**src/rtl/itoa_pkg.sv**
```systemverilog
// shared types, codes and helpers of the integer to ascii formatter
package itoa_pkg;

    typedef enum logic [1:0] {
        ST_IDLE,
        ST_CONV,
        ST_NORM,
        ST_EMIT
    } itoa_state_t;

    localparam logic [1:0] ACT_UDEC = 2'd0;
    localparam logic [1:0] ACT_SDEC = 2'd1;
    localparam logic [1:0] ACT_HEX  = 2'd2;

    localparam logic [6:0] CH_ZERO  = 7'h30;
    localparam logic [6:0] CH_ALPHA = 7'h57;
    localparam logic [6:0] CH_MINUS = 7'h2d;
    localparam logic [6:0] CH_SPACE = 7'h20;

    typedef struct packed {
        logic load;
        logic load_hex;
        logic dabble;
        logic shift;
    } itoa_cmd_t;

    function automatic logic [6:0] digit_char(input logic [3:0] d);
        logic [6:0] c;
        if (d < 4'd10) begin
            c = CH_ZERO + {3'b000, d};
        end else begin
            c = CH_ALPHA + {3'b000, d};
        end
        return c;
    endfunction

endpackage

```
**src/rtl/itoa_digit_unit.sv**
```systemverilog
// shift-and-add-3 digit register shared by decimal and hex conversion
module itoa_digit_unit #(
    parameter int VALUE_BITS = 32,
    parameter int NUM_DIGITS = 10
) (
    input  logic                      aclk,
    input  itoa_pkg::itoa_cmd_t       cmd,
    input  logic [VALUE_BITS-1:0]     load_mag,
    output logic [3:0]                top_digit
);
    import itoa_pkg::*;

    localparam int DB = 4 * NUM_DIGITS;

    logic [VALUE_BITS-1:0] mag_reg;
    logic [VALUE_BITS-1:0] mag_next;
    logic [DB-1:0]         bcd_reg;
    logic [DB-1:0]         bcd_next;
    logic [DB-1:0]         bcd_adj;

    // add 3 to every digit of five or more before the shift
    always_comb begin
        for (int i = 0; i < NUM_DIGITS; i++) begin
            if (bcd_reg[4*i +: 4] >= 4'd5) begin
                bcd_adj[4*i +: 4] = bcd_reg[4*i +: 4] + 4'd3;
            end else begin
                bcd_adj[4*i +: 4] = bcd_reg[4*i +: 4];
            end
        end
    end

    always_comb begin
        mag_next = mag_reg;
        bcd_next = bcd_reg;
        if (cmd.load) begin
            mag_next = load_mag;
            if (cmd.load_hex) begin
                bcd_next = {{(DB-VALUE_BITS){1'b0}}, load_mag};
            end else begin
                bcd_next = '0;
            end
        end else if (cmd.dabble) begin
            bcd_next = {bcd_adj[DB-2:0], mag_reg[VALUE_BITS-1]};
            mag_next = {mag_reg[VALUE_BITS-2:0], 1'b0};
        end else if (cmd.shift) begin
            bcd_next = {bcd_reg[DB-5:0], 4'h0};
        end
    end

    always_ff @(posedge aclk) begin
        mag_reg <= mag_next;
        bcd_reg <= bcd_next;
    end

    assign top_digit = bcd_reg[DB-1 -: 4];

endmodule

```
**src/rtl/integer_to_ascii_formatter.sv**
```systemverilog
// integer to ascii formatter top level: sequencer, padding and output register
//
// channel   dir  handshake                      payload
// s_axis    in   s_axis_tvalid / s_axis_tready  value, min_width, zero_pad; action in tuser
// m_axis    out  m_axis_tvalid / m_axis_tready  out_char; last as tlast
//
// one item takes a load step, then a shift-and-add-3 step for each value bit in decimal (none in hex),
// then a shift for each suppressed leading zero and a closing normalize step, then an emit step per character
// input ready only in idle; output register lets the last character wait meanwhile
// a stalled output holds the sequencer in its emit step
// aresetn clears the sequencer and the output valid
module integer_to_ascii_formatter #(
    parameter int MAX_FIELD_WIDTH = 31,
    parameter int VALUE_BITS      = 32
) (
    input  logic        aclk,
    input  logic        aresetn,
    input  logic        s_axis_tvalid,
    output logic        s_axis_tready,
    input  logic [39:0] s_axis_tdata,   // value[31:0], min_width[36:32], zero_pad[37]
    input  logic [1:0]  s_axis_tuser,   // action[1:0]
    output logic        m_axis_tvalid,
    input  logic        m_axis_tready,
    output logic [7:0]  m_axis_tdata,   // out_char[6:0]
    output logic        m_axis_tlast
);
    import itoa_pkg::*;

    localparam int NUM_DIGITS = ((VALUE_BITS * 1233) >> 12) + 1;
    localparam int DW = $clog2(NUM_DIGITS + 1);
    localparam int BW = $clog2(VALUE_BITS + 1);
    localparam int FW = $clog2(MAX_FIELD_WIDTH + 1);
    localparam int CW = (FW > DW + 1) ? FW : DW + 1;

    itoa_state_t state_reg, state_next;
    logic [BW-1:0] bitcnt_reg, bitcnt_next;
    logic [DW-1:0] ndig_reg, ndig_next;
    logic [FW-1:0] pad_reg, pad_next;
    logic          sign_reg, sign_next;
    logic          zpad_reg, zpad_next;
    logic [FW-1:0] wid_reg, wid_next;
    logic          m_valid_reg, m_valid_next;
    logic [6:0]    m_char_reg, m_char_next;
    logic          m_last_reg, m_last_next;

    itoa_cmd_t             cmd;
    logic [3:0]            top_digit;
    logic [VALUE_BITS-1:0] in_v;
    logic [VALUE_BITS-1:0] in_mag;
    logic                  in_neg;
    logic [4:0]            in_width;
    logic [CW-1:0]         text_len;
    logic [CW-1:0]         wid_ext;

    generate
        if (VALUE_BITS <= 32) begin : g_narrow
            assign in_v = s_axis_tdata[VALUE_BITS-1:0];
        end else begin : g_wide
            assign in_v = {{(VALUE_BITS-32){1'b0}}, s_axis_tdata[31:0]};
        end
    endgenerate

    assign in_width = s_axis_tdata[36:32];
    assign in_neg   = (s_axis_tuser == ACT_SDEC) && in_v[VALUE_BITS-1];
    assign in_mag   = in_neg ? (~in_v + VALUE_BITS'(1)) : in_v;
    assign text_len = CW'(ndig_reg) + CW'(sign_reg);
    assign wid_ext  = CW'(wid_reg);

    itoa_digit_unit #(
        .VALUE_BITS (VALUE_BITS),
        .NUM_DIGITS (NUM_DIGITS)
    ) u_digits (
        .aclk      (aclk),
        .cmd       (cmd),
        .load_mag  (in_mag),
        .top_digit (top_digit)
    );

    always_comb begin
        state_next    = state_reg;
        bitcnt_next   = bitcnt_reg;
        ndig_next     = ndig_reg;
        pad_next      = pad_reg;
        sign_next     = sign_reg;
        zpad_next     = zpad_reg;
        wid_next      = wid_reg;
        m_valid_next  = m_valid_reg;
        m_char_next   = m_char_reg;
        m_last_next   = m_last_reg;
        cmd           = '0;
        s_axis_tready = 1'b0;
        if (m_axis_tready) begin
            m_valid_next = 1'b0;
        end
        case (state_reg)
            ST_IDLE: begin
                s_axis_tready = 1'b1;
                if (s_axis_tvalid) begin
                    cmd.load     = 1'b1;
                    cmd.load_hex = (s_axis_tuser == ACT_HEX);
                    sign_next    = in_neg;
                    zpad_next    = s_axis_tdata[37];
                    if (32'(in_width) > 32'(MAX_FIELD_WIDTH)) begin
                        wid_next = FW'(MAX_FIELD_WIDTH);
                    end else begin
                        wid_next = FW'(in_width);
                    end
                    ndig_next   = DW'(NUM_DIGITS);
                    bitcnt_next = BW'(VALUE_BITS);
                    if (s_axis_tuser == ACT_HEX) begin
                        state_next = ST_NORM;
                    end else begin
                        state_next = ST_CONV;
                    end
                end
            end
            ST_CONV: begin
                cmd.dabble  = 1'b1;
                bitcnt_next = bitcnt_reg - BW'(1);
                if (bitcnt_reg == BW'(1)) begin
                    state_next = ST_NORM;
                end
            end
            ST_NORM: begin
                if ((top_digit == 4'h0) && (ndig_reg > DW'(1))) begin
                    cmd.shift = 1'b1;
                    ndig_next = ndig_reg - DW'(1);
                end else begin
                    if (wid_ext > text_len) begin
                        pad_next = FW'(wid_ext - text_len);
                    end else begin
                        pad_next = '0;
                    end
                    state_next = ST_EMIT;
                end
            end
            ST_EMIT: begin
                if (!m_valid_reg || m_axis_tready) begin
                    m_valid_next = 1'b1;
                    if (pad_reg != '0) begin
                        m_char_next = zpad_reg ? CH_ZERO : CH_SPACE;
                        m_last_next = 1'b0;
                        pad_next    = pad_reg - FW'(1);
                    end else if (sign_reg) begin
                        m_char_next = CH_MINUS;
                        m_last_next = 1'b0;
                        sign_next   = 1'b0;
                    end else begin
                        m_char_next = digit_char(top_digit);
                        m_last_next = (ndig_reg == DW'(1));
                        cmd.shift   = 1'b1;
                        ndig_next   = ndig_reg - DW'(1);
                        if (ndig_reg == DW'(1)) begin
                            state_next = ST_IDLE;
                        end
                    end
                end
            end
            default: begin
                state_next = ST_IDLE;
            end
        endcase
    end

    always_ff @(posedge aclk) begin
        if (!aresetn) begin
            state_reg   <= ST_IDLE;
            m_valid_reg <= 1'b0;
            bitcnt_reg  <= '0;
            ndig_reg    <= '0;
            pad_reg     <= '0;
            sign_reg    <= 1'b0;
        end else begin
            state_reg   <= state_next;
            m_valid_reg <= m_valid_next;
            bitcnt_reg  <= bitcnt_next;
            ndig_reg    <= ndig_next;
            pad_reg     <= pad_next;
            sign_reg    <= sign_next;
        end
    end

    always_ff @(posedge aclk) begin
        zpad_reg   <= zpad_next;
        wid_reg    <= wid_next;
        m_char_reg <= m_char_next;
        m_last_reg <= m_last_next;
    end

    assign m_axis_tvalid = m_valid_reg;
    assign m_axis_tdata  = {1'b0, m_char_reg};
    assign m_axis_tlast  = m_last_reg;

    a_start_leaves_idle: assert property (@(posedge aclk) disable iff (!aresetn)
        (s_axis_tvalid && s_axis_tready) |=> (state_reg != ST_IDLE))
        else $error("accepted transfer did not start the sequencer");

    a_conv_count_live: assert property (@(posedge aclk) disable iff (!aresetn)
        (state_reg == ST_CONV) |-> (bitcnt_reg != '0))
        else $error("conversion step with exhausted bit count");

    a_digits_left: assert property (@(posedge aclk) disable iff (!aresetn)
        ((state_reg == ST_NORM) || (state_reg == ST_EMIT)) |-> (ndig_reg != '0))
        else $error("no digit left to print");

    a_char_legal: assert property (@(posedge aclk) disable iff (!aresetn)
        m_valid_reg |-> (((m_char_reg >= CH_ZERO) && (m_char_reg <= 7'h39))
                      || ((m_char_reg >= 7'h61) && (m_char_reg <= 7'h66))
                      || (m_char_reg == CH_MINUS) || (m_char_reg == CH_SPACE)))
        else $error("character outside pad, sign and digit set");

endmodule

```
**config.mk**
```make
export PLATFORM = sky130hd
export DESIGN_NAME = integer_to_ascii_formatter
export DESIGN_NICKNAME = d
export VERILOG_FILES = /design/src/rtl/itoa_pkg.sv /design/src/rtl/itoa_digit_unit.sv /design/src/rtl/integer_to_ascii_formatter.sv
export SDC_FILE = /design/constraint.sdc
export NUM_CORES = 1
export LEC_CHECK = 0
export BUFFER_PORTS_ARGS = -buffer_cell sky130_fd_sc_hd__buf_2
export CORE_ASPECT_RATIO = 1.5
export CORE_UTILIZATION = 60
export CTS_CLUSTER_SIZE = 30
export DETAILED_ROUTE_END_ITERATION = 16
export PLACE_DENSITY_LB_ADDON = 0.25
export SYNTH_ARGS = -nofsm -noshare
export SYNTH_HDL_FRONTEND = slang
export SYNTH_SLANG_ARGS = --single-unit
```
**constraint.sdc**
```tcl
create_clock -name aclk -period 9.1 [get_ports aclk]
set_input_delay 1.82 -clock aclk [delete_from_list [all_inputs] [get_ports aclk]]
set_output_delay 1.82 -clock aclk [all_outputs]
set_load 0.02 [all_outputs]
```
==> reports/qor.csv <==
metric,value,unit
post-DR vias/cell,6.07,
CP Max Fanout,8,
clock power share,14.6,%
vias in the first global route,5723,
crit path capture type,flop,
Internal,1650,uW
TNS Setup,0,ns
fillcell total,913,
relative slew slack,22.2,%
DRT Pass-1 Iters,5,
Critical Path End,u_digits.mag_reg[31],
top cell type's share of synthesized area,37.1,%
largest net degree at the start of global routing,102,
placer congestion estimate,0.849,
switching power,1210,uW
ANT nets after route,0,
gr usage total,26.5,%
Post-Route Utilization,68.1,%
syn nets,873,
share of layout cells above drive strength 1,10.2,%
R2R cell count,7,
"commonest non-fill, non-tap cell in the layout",a21oi_1,
diode count,0,
first-pass GRT wire length,25.9,mm
total gr overflow,0,
Sw Share,42.3,%
die area,12000,sq um
Post-synth ARST share,0,%
RSZ-0062 raised after global routing,no,
Hold Fails Final Rpt,0,
initial antenna violation count,0,
largest cells by area after synthesis,"edfxtp_1, ha_1, a21oi_1, dfxtp_1, o21ai_0",
critical path arrival,4.18,ns
Synth Flop Type,edfxtp_1,
Post-synth EDFFs,86,
Sequential Power Share,36.9,%
Power per Cell Area,375,nW/um^2
min Tclk post-route,4.01,ns
Fmax,249,MHz
die width,89.9,microns
CTS Buf Count,9,
Leak,0.00296,uW
crit path from,s_axis_tdata[15],
IO Count,57,
distinct cell type count after synthesis,63,
number of buffers inserted by port buffering,53,
Worst Hold Class,reg -> reg,
worst-margin pin slew,1.16,ns
Seq cells post-synth,105,
hold_buf cts,0,
Residual DRC,0,
CP required,9.27,ns
CTS-repair resized insts,0,
Starting Density,62.3,%
"Net count, final",900,
"wirelength, routed",15.7,mm
RR Endpoint,u_digits.bcd_reg[15],
FF-to-FF Start,state_reg[1],
DR vias,5853,
largest area contributor in the netlist,edfxtp_1,
clk_skew,0.0113,ns
worst skew pair latency,0.35,ns
Gate power share,48.5,%
die height,134,microns
TritonCTS clock tree,yes,
Site Rows,47,
worst vdd ir,0.174,mV
clock-pin slew on the worst setup and hold paths,0.07,ns
Pins Over Slew Limit,0,
sequential share of the synthesized area,42.6,%
core area,11200,sq um
max reg flops,40,
CTS HTree Levels,3,
startpoint types,primary input,
DR iter-0 viols,370,
Clock Tree Buf Depth,2,
hpwl dp,11.0,mm
root buffer cell,clkbuf_16,
Yosys warning total,0,
postcts setup bufs,0,
Post-Synthesis Cells,786,
"commonest non-fill, non-tap cells in the layout","a21oi_1, edfxtp_1, nor2_1, o21ai_0, nand2_1",
kind of critical path,in -> reg,
DR WL/cell,16.3,microns
number of max-cap violations,0,
area delta synth->final,9.44,%
"setup slack, reg-to-reg",5.97,ns
Final setup viols,0,
Post-Syn Area per Cell,8.85,sq um
crit share post-route,44.1,%
CTS Sinks,105,
post-synthesis cell area,6960,sq um
status,completed,
[worst min-delay path by stage]
stage / slack (ns) / to / cells after the start / from
after floorplan: 0.49 / ndig_reg[0] / 2 / ndig_reg[0]
after global placement: 0.50 / u_digits.mag_reg[21] / 2 / u_digits.mag_reg[20]
after detailed placement: 0.51 / u_digits.mag_reg[2] / 2 / u_digits.mag_reg[1]
after CTS: 0.53 / u_digits.mag_reg[2] / 2 / u_digits.mag_reg[1]
after global routing: 0.56 / u_digits.mag_reg[5] / 2 / u_digits.mag_reg[4]
final: 0.53 / u_digits.mag_reg[3] / 2 / u_digits.mag_reg[2]
[kinds of logic (layout without fill, tap and decap cells)]
logic type	count (synthesis)	after routing	share of synthesized area, %
compound gates	240	240	20.3
simple gates	251	251	17.5
xor+xnor	46	46	5.79
mux	8	8	1.15
buf+inv	93	124	5.09
flops	105	105	42.6
other cells	2	2	0.108
fa+ha+maj	41	41	7.48
[critical path: stages]
cell	delay (ns)
buf_2	0.13
or4_1	0.67
nor3_1	0.56
nand3_1	0.28
or3b_1	0.45
a311oi_1	0.26
[stage by stage]
step	worst slack [ns]	hold slack (ns)	cells	power, uW	area, sq um
after floorplan	3.36	0.486	786	2090	6960
after global placement	4.80	0.501	949	2340	7300
after detailed placement	4.76	0.511	949	2420	7300
after CTS	5.11	0.533	964	2850	7610
after global routing	4.90	0.562	964	3070	7610
final	5.09	0.534	964	2860	7610
[power groups by stage]
| stage | registers (uW) | clock network [uW] | logic (uW) |
|---|---|---|---|
| after floorplan | 1020 | 0 | 1070 |
| after global placement | 1040 | 0 | 1300 |
| after detailed placement | 1060 | 0 | 1360 |
| after CTS | 1050 | 419 | 1380 |
| after global routing | 1080 | 441 | 1550 |
| final | 1060 | 417 | 1390 |
[area by class of cell]
class                      instances  area, sq um  share of cell area (%)
multi-input combinational        588         3660                    48.0
sequential                       105         2960                    38.9
timing repair buffer              60          318                    4.17
clock buffer                      10          229                    3.01
inverter                          49          184                    2.42
tap                              147          184                    2.42
clock inverter                     5         80.1                    1.05
[cells in the mapped netlist (all sizes together), types with 8 or more instances]
master  instances
clkbuf         39
a31oi          18
nor3           21
dfxtp          19
inv            49
xnor2          39
nand3          14
nand2          67
a21oi          91
nor2b           9
nor2           75
ha             40
edfxtp         86
and2           10
o21ai          73
nand2b         14
mux2i           8
a211oi         10
[metal layers]
layer	part of all wire [%]	GRT usage, %	wire (microns)
met1	40	30.7	6260
met2	54	49.4	8500
met3	4.3	4.37	672
met4	1.7	8.69	263
met5	0	0	0
No activity file was read; power rests on OpenSTA's default activity.
